[config.mk]
export PLATFORM = sky130hd
export DESIGN_NAME = sfr_chan
export DESIGN_NICKNAME = d
export VERILOG_FILES = /design/src/design/sfr_pkg.sv /design/src/design/sfr_chan.sv
export SDC_FILE = /design/constraint.sdc
export NUM_CORES = 2
export LEC_CHECK = 0
export ABC_AREA = 1
export BUFFER_PORTS_ARGS = -buffer_cell sky130_fd_sc_hd__buf_2
export CAP_MARGIN = 10
export CORE_MARGIN = 1
export CORE_UTILIZATION = 45
export CTS_BUF_LIST = sky130_fd_sc_hd__clkbuf_8 sky130_fd_sc_hd__clkbuf_16
export DETAILED_ROUTE_END_ITERATION = 10
export PLACE_DENSITY = 0.69
export REMOVE_ABC_BUFFERS = 1
export SLEW_MARGIN = 20
export SYNTH_ARGS = -nofsm -noshare
export SYNTH_HDL_FRONTEND = slang
export SYNTH_SLANG_ARGS = --single-unit
export TNS_END_PERCENT = 20
[constraint.sdc]
create_clock -name clk -period 8.22 [get_ports clk]
set_input_delay 0.822 -clock clk [delete_from_list [all_inputs] [get_ports clk]]
set_output_delay 0.822 -clock clk [all_outputs]
set_load 0.05 [all_outputs]
[src/design/sfr_pkg.sv]
`timescale 1ns / 1ps
`default_nettype none
// ----------------------------------------------------------------------------
// sfr_pkg
// Shared widths, coefficients and datapath control for the stereo feedback
// reverb.
// ----------------------------------------------------------------------------
package sfr_pkg;

	localparam int SFR_DELAY_DEPTH = 32768;

	localparam int SMP_W  = 32;
	localparam int ECHO_W = 24;
	localparam int DLY_W  = 15;
	localparam int GAIN_W = 16;

	localparam int CFG_IDX_W  = 4;
	localparam int CFG_DATA_W = 16;

	localparam logic [DLY_W-1:0]  TAP_A_RESET    = DLY_W'(1278);
	localparam logic [DLY_W-1:0]  TAP_B_RESET    = DLY_W'(1631);
	localparam logic [DLY_W-1:0]  TAP_C_RESET    = DLY_W'(1808);
	localparam logic [GAIN_W-1:0] WET_GAIN_RESET = '0;

	// Q0.16 tap coefficients and the Q0.16 feedback coefficient
	localparam int COEF_W  = 16;
	localparam int FBC_W   = 15;
	localparam logic [COEF_W-1:0] COEF_A  = COEF_W'(36045);
	localparam logic [COEF_W-1:0] COEF_B  = COEF_W'(16384);
	localparam logic [COEF_W-1:0] COEF_C  = COEF_W'(13107);
	localparam logic [FBC_W-1:0]  COEF_FB = FBC_W'(29491);

	// wet accumulator, split into low and high halves for the scaling products
	localparam int ACC_W  = ECHO_W + COEF_W + 1;
	localparam int LO_W   = 20;
	localparam int HI_W   = ACC_W - LO_W;
	localparam int SUM_W  = 58;
	localparam int FB_SH  = 32;
	localparam int MIX_SH = 31;

	typedef enum logic [1:0] {
		COEF_SEL_A,
		COEF_SEL_B,
		COEF_SEL_C
	} coef_sel_t;

	typedef struct packed {
		logic      mac_en;
		logic      mac_first;
		coef_sel_t coef;
		logic      prod_en;
		logic      sum_en;
	} sfr_ctl_t;

endpackage
`default_nettype wire

[src/design/sfr_chan.sv]
`timescale 1ns / 1ps
`default_nettype none
// ----------------------------------------------------------------------------
// sfr_chan
// One channel datapath: tap multiply-accumulate, feedback and output scaling,
// rounding and saturation.
// ----------------------------------------------------------------------------
module sfr_chan
	import sfr_pkg::*;
(
	input  wire logic                     clk,
	input  wire sfr_ctl_t                 ctl,
	input  wire logic signed [ECHO_W-1:0] tap,
	input  wire logic        [GAIN_W-1:0] gain,
	input  wire logic signed [SMP_W-1:0]  send,
	input  wire logic signed [SMP_W-1:0]  dry,
	output logic      signed [ECHO_W-1:0] echo_wr,
	output logic      signed [SMP_W-1:0]  mix
);

	localparam int FBH_W  = HI_W + FBC_W + 1;
	localparam int FBL_W  = LO_W + FBC_W;
	localparam int GH_W   = HI_W + GAIN_W + 1;
	localparam int GL_W   = LO_W + GAIN_W;
	localparam int WIDE_W = SMP_W + 2;

	logic        [COEF_W-1:0] coef;
	logic signed [ACC_W-1:0]  mac_prod;
	logic signed [ACC_W-1:0]  acc_q;
	logic        [LO_W-1:0]   acc_lo;
	logic signed [HI_W-1:0]   acc_hi;

	logic signed [FBH_W-1:0]  fb_hi_s1;
	logic        [FBL_W-1:0]  fb_lo_s1;
	logic signed [GH_W-1:0]   g_hi_s1;
	logic        [GL_W-1:0]   g_lo_s1;

	logic signed [SUM_W-1:0]  fb_sum_q;
	logic signed [SUM_W-1:0]  g_sum_q;

	logic signed [SUM_W-FB_SH-1:0]  fb_term;
	logic signed [SUM_W-MIX_SH-1:0] g_term;
	logic signed [WIDE_W-1:0]       fb_full;
	logic signed [WIDE_W-1:0]       mix_full;

	always_comb begin
		case (ctl.coef)
			COEF_SEL_A: coef = COEF_A;
			COEF_SEL_B: coef = COEF_B;
			COEF_SEL_C: coef = COEF_C;
			default:    coef = '0;
		endcase
	end

	assign mac_prod = tap * $signed({1'b0, coef});
	assign acc_lo   = acc_q[LO_W-1:0];
	assign acc_hi   = acc_q[ACC_W-1:LO_W];

	always_ff @(posedge clk) begin
		if (ctl.mac_en) begin
			acc_q <= ctl.mac_first ? mac_prod : acc_q + mac_prod;
		end
		if (ctl.prod_en) begin
			fb_hi_s1 <= acc_hi * $signed({1'b0, COEF_FB});
			fb_lo_s1 <= acc_lo * COEF_FB;
			g_hi_s1  <= acc_hi * $signed({1'b0, gain});
			g_lo_s1  <= acc_lo * gain;
		end
		if (ctl.sum_en) begin
			fb_sum_q <= (SUM_W'(fb_hi_s1) <<< LO_W) + SUM_W'(fb_lo_s1)
				+ (SUM_W'(1) << (FB_SH - 1));
			g_sum_q  <= (SUM_W'(g_hi_s1) <<< LO_W) + SUM_W'(g_lo_s1)
				+ (SUM_W'(1) << (MIX_SH - 1));
		end
	end

	assign fb_term  = fb_sum_q[SUM_W-1:FB_SH];
	assign g_term   = g_sum_q[SUM_W-1:MIX_SH];
	assign fb_full  = WIDE_W'(send) + WIDE_W'(fb_term);
	assign mix_full = WIDE_W'(dry) + WIDE_W'(g_term);

	always_comb begin
		if ((&fb_full[WIDE_W-1:ECHO_W-1]) || (~|fb_full[WIDE_W-1:ECHO_W-1])) begin
			echo_wr = fb_full[ECHO_W-1:0];
		end else if (fb_full[WIDE_W-1]) begin
			echo_wr = {1'b1, {(ECHO_W-1){1'b0}}};
		end else begin
			echo_wr = {1'b0, {(ECHO_W-1){1'b1}}};
		end

		if ((&mix_full[WIDE_W-1:SMP_W-1]) || (~|mix_full[WIDE_W-1:SMP_W-1])) begin
			mix = mix_full[SMP_W-1:0];
		end else if (mix_full[WIDE_W-1]) begin
			mix = {1'b1, {(SMP_W-1){1'b0}}};
		end else begin
			mix = {1'b0, {(SMP_W-1){1'b1}}};
		end
	end

endmodule
`default_nettype wire

Word-level counts from Yosys, hierarchy flattened
Index checks and enable logic that the tools add are counted.
Operators by class
  add/subtract/negate cells: 7
  multiply operators: 5
  div/mod/pow operators: 0
  order comparisons: 0
  eq/ne operators: 2
  shift operators: 0
  muxes and demuxes: 6
  bitwise gates (word level): 0
  reductions and logical operators: 9
Operators with widths (number)
  two-way mux 32 bit: 2
  adder 57 x 36 -> 58 bit: 1
  adder 58 x 31 -> 58 bit, second input constant: 1
  adder 58 x 32 -> 58 bit, second input constant: 1
  adder 58 x 36 -> 58 bit: 1
  two-way mux 24 bit: 2
  one-hot mux 16 bit (3 select lines): 1
  adder 41 bit: 1
  multiplier 24 x 17 -> 41 bit: 1
  two-way mux 41 bit: 1
  multiplier 21 x 17 -> 38 bit: 1
  multiplier 21 x 16 -> 37 bit, second input constant: 1
  multiplier 20 x 16 -> 36 bit: 1
  multiplier 20 x 15 -> 35 bit, second input constant: 1
  adder 32 x 26 -> 33 bit: 1
  adder 32 x 27 -> 33 bit: 1
  AND reduction 11 bit: 1
  OR reduction 11 bit: 1
  AND reduction 3 bit: 1
  OR reduction 3 bit: 1
  == test 2 x 1 -> 1 bit, second input constant: 1
  == test 2 bit, second input constant: 1
  logical NOT 1 bit: 2
  logical NOT 2 bit: 1
  logical OR 1 bit: 2
Word-level totals
  bits in registers: 303
  latch bits: 0
  memory bits (writable): 0
  memory bits (read-only): 0
  input bits: 111
  output and inout port bits: 56
  memories kept: 0

Longest topological paths before layout
  depth after elaboration: 5
  depth in mapped cells: 43
  mapped depth without buffers: 42

Worst setup path after synthesis
No wires, ideal clock.
  path type: input to register
  from: input port ctl[2] (netlist name)
  to: register acc_q[38] (data pin)
  arrival time: 8.637 ns
  required time: 7.965 ns
  slack: -0.671 ns
  cell stages on the path: 34
  buffers on the path: 2
  cell sequence: clkbuf_1 > nor2_1 > clkinv_1 > clkbuf_1 > nor2_1 > inv_1 > fa_1 > fa_1 > inv_1 > fa_1 > fa_1 > fa_1 > inv_1 > fa_1 > inv_1 > ha_1 > a21oi_1 > o21ai_0 > inv_1 > a21oi_1 > a211oi_1 > nand3_1 > or2_2 > and2_1 > ha_1 > nand2_1 > nor2_1 > inv_1 > nor4_1 > nand3_1 > nand3_1 > o21ai_0 > a21oi_1 > nor2_1
Between the ends
  cells in the longest elaborated chain, start to end: 5
  elaborated cells on any way between the ends: 7
  those cells by class: add/sub: 1; mul: 1; eq/ne: 2; mux: 2; reduce/logical: 1
Ends and longest elaborated chain
  start, declared: line sfr_chan.sv:12  | input wire sfr_ctl_t ctl,
  == test 2 bit (tied with other cells): line sfr_chan.sv:47  | case (ctl.coef)
  one-hot mux 16 bit (3 select lines) *: line sfr_chan.sv:47
  multiplier 24 x 17 -> 41 bit *: line sfr_chan.sv:55  | assign mac_prod = tap * $signed({1'b0, coef});
  adder 41 bit: line sfr_chan.sv:61  | acc_q <= ctl.mac_first ? mac_prod : acc_q + mac_prod;
  two-way mux 41 bit *: line sfr_chan.sv:61
  end signal, assigned: line sfr_chan.sv:61
  end, declared: line sfr_chan.sv:29  | logic signed [ACC_W-1:0] acc_q;
Every way passes the cells marked *; elsewhere a longest branch is shown, timed or not.
A chain may end at the register's enable or synchronous reset.

Worst setup path after layout
  from: input port ctl[2] (netlist name)
  to: register acc_q[33] (data pin)
Same word-level chain as after synthesis.

==> flow_summary_export.csv <==
group,metric,value,unit
status,status,"completed",
timing,post-route-period-util,95.8,%
floorplan,std_cell_rows,137,
timing,max_freq,127,MHz
floorplan,ioPinCount,167,
timing,fin_ws,0.344,ns
clock_tree,cts-root-buf,"clkbuf_16",
detailed_routing,drtAntennaViolNets,0,
global_route,grt-ovfl-total,0,
detailed_routing,routed_wl,183,mm
synthesis,syn_inst,7987,
synthesis,synth-warning-count,0,
setup_path,critPathMaxFanout,10,
setup_path,critPathKind,"input port to flip-flop",
synthesis,async_reset_ff_share,0,%
setup_path,crit_arrival,8.12,ns
floorplan,die_w,379,um
setup_path,critPathCaptureType,"flip-flop",
synthesis,syn_area,63900,sq um
detailed_routing,via_per_inst,5.08,
timing,fin_setup_tns,0,ns
detailed_routing,routedWlPerCell,17.6,um
synthesis,yosys_register_bits,200,
detailed_routing,drt-initial-drc-count,3158,
finish,final_layout_size_suffix_gt1_share,10.0,%
global_route,grt_pass1_wl,294,mm
floorplan,die_y,379,um
detailed_routing,remaining_drc_errors,0,
global_route,grt_pass1_vias,56089,
place,preCtsSetupSlack,-0.585,ns
place,placed_area,70300,sq um
setup_path,slowest_stage,"fa_1",
floorplan,start_util,45.6,%
floorplan,core_area,140000,sq um
setup_path,critPathRequiredTime,8.46,ns
synthesis,synth_edf_count,200,
clock_tree,cts_tree,"yes",
timing,worstMarginPinSlew,1.20,ns
finish,fin_nets,10507,
place,gp_congestion,0.956,
timing,slew-limit-headroom,20.2,%
clock_tree,clock_latency,0.52,ns
detailed_routing,vias,52816,
synthesis,synth_flop_cell,"edfxtp_1",
timing,period_needed,7.88,ns
timing,drv_slew,0,
synthesis,yosysUniqueCellTypes,58,
setup_path,critical_path.most_common_cell,"fa_1",
setup_path,r2r.worst_path.cells,24,
timing,skew,0.0335,ns
synthesis,avgSynthCellArea,8.00,sq um
hold_path,whs_path_depth,1,
setup_path,startpoint_type,"input port",
timing,hold_violations,0,
clock_tree,cts_hold_buffers,0,
global_route,antenna_found_initial,4,
finish,design_area,71300,sq um
finish,finish.utilization,50.8,%
place,dp_hpwl,159,mm
timing,finalSetupViolCount,0,
clock_tree,htree_levels,4,
place,numPortBuffers,166,
detailed_routing,drtPass1Iterations,6,
clock_tree,cts.clk_slew.worst_paths,0.10,ns
floorplan,dieArea,144000,sq um
global_route,grtUsageTotal,26.2,%
setup_path,slowest_delay,0.54,ns
clock_tree,numCtsBuffers,17,
clock_tree,cts.sinks,200,
global_route,grt_max_degree,55,
clock_tree,cts.path.max_buffers,2,
finish,area_growth,11.5,%
hold_path,holdCritPathClass,"flip-flop to flip-flop",
synthesis,ys_seq_area_share,9.40,%
flow_run,drv_cap,0,
-- worst max-delay path, delay by kind of cell --
family / cells / cell delay (ns)
AO/OA/AOI/OAI: 7 / 1.18
buffers and inverters: 11 / 1.22
AND/OR/NAND/NOR: 6 / 0.85
adder cells (fa/ha/maj): 8 / 3.70
XOR/XNOR: 2 / 0.33
-- repair_timing --
item,in CTS,in global routing
pin swaps,0,9
endpoints found under the setup margin,1,22
setup buffers,0,2
gates resized for setup,2,98
-- per-stage QoR --
step	instances	hold WS, ns
final	10396	0.568
after global routing	10395	0.585
after CTS	10392	0.568
after detailed placement	10360	0.553
after global placement	10359	0.545
after floorplan	7800	0.527
-- per-layer routing --
| layer | part of all wire [%] | vias up | global-route usage (%) | wire length, um |
|---|---|---|---|---|
| li1 | - | 25094 | - | - |
| met1 | 42 | 25912 | 33.2 | 77600 |
| met2 | 49 | 1506 | 46.5 | 90500 |
| met3 | 5.3 | 298 | 3.04 | 9680 |
| met4 | 2.9 | 6 | 7.59 | 5340 |
| met5 | 0.017 | - | 0 | 31 |
-- path summary, 6_finish.rpt --
kind | startpoint | endpoint | slack, ns
setup reg to reg | acc_q[9]$_DFFE_PP_ | g_lo_s1[24]$_DFFE_PP_ | 1.33
hold / removal | g_hi_s1[37]$_DFFE_PP_ | g_sum_q[57]$_DFFE_PP_ | 0.57
setup / recovery | ctl[2] | acc_q[33]$_DFFE_PP_ | 0.34
hold reg to reg | g_hi_s1[37]$_DFFE_PP_ | g_sum_q[57]$_DFFE_PP_ | 0.57
-- state kept, by name, summed over array words and instances, names as in the netlist --
name	cells
g_sum_q	27
g_hi_s1	38
acc_q	41
g_lo_s1	16
fb_hi_s1	37
fb_sum_q	26
fb_lo_s1	15
-- Yosys cell counts, types with 3 or more instances --
cell type  count  area share, %
nor3_1        54           0.42
o21ai_0      213            1.7
nand3_1      182            1.4
clkbuf_1     186            1.1
and2_1         6          0.059
nand2_1     1693            9.9
clkinv_1       3          0.018
nand4_1       45           0.44
nor4_1        19           0.19
a221oi_1       6          0.082
buf_1          3          0.018
nand2_2       12           0.12
o2111ai_1      3          0.041
or2_2         18           0.18
nor2_1       527            3.1
buf_2          4          0.031
edfxtp_1     200            9.4
o31ai_1        9           0.11
ha_1         750             15
a21o_1        48           0.56
nor2_2         4          0.039
a21boi_0      19           0.22
xor2_1       173            2.4
nand3_2        3          0.047
o211ai_1       5          0.059
a31oi_1       38           0.37
a21oi_1      365            2.9
inv_1       2055             12
a211oi_1       5          0.059
o21bai_1      39           0.46
a31o_2         6          0.082
o21ai_1        3          0.023
buf_4          3          0.035
o21a_1        15           0.18
fa_1        1141             36
buf_6          4          0.070
xnor2_1       95            1.3
nand3b_1       8          0.094
-- kinds of logic (layout without fill, tap and decap cells) --
family,after synthesis,in the layout,share of synthesized area [%]
AND/OR/NAND/NOR,2581,2581,16.2
buffers and inverters,2258,2776,13.3
adder cells (fa/ha/maj),1891,1891,50.4
AO/OA/AOI/OAI,785,785,6.94
XOR/XNOR,268,268,3.67
flip-flops,200,200,9.40
other,2,17,0.0118
multiplexers,2,2,0.0352
-- layout make-up --
class | count | area [sq um]
Tap cell | 1876 | 2350
Clock buffer | 17 | 425
Multi-Input combinational cell | 5542 | 49800
Sequential cell | 200 | 6010
Antenna cell | 2 | 5.00
Fill cell | 13574 | 69000
Clock inverter | 15 | 188
Timing Repair Buffer | 686 | 4810
Inverter | 2058 | 7730
-- cell usage in the layout (no fill, tap or decap), types with 17 or more instances in the layout --
cell type  instances
a21o_1            48
a21oi_1          347
a21oi_2           18
a31oi_1           36
buf_2            165
buf_4            515
clkbuf_16         17
edfxtp_1         200
fa_1            1141
ha_1             745
inv_1           2048
nand2_1         1689
nand3_1          181
nand4_1           45
nor2_1           500
nor2_2            28
nor3_1            47
nor4_1            17
o21ai_0          205
o21bai_1          39
or2_2             18
xnor2_1           94
xor2_1           167
Power is not shown: default switching activity piles up to over one toggle a cycle in this logic, so the estimate is an artifact.
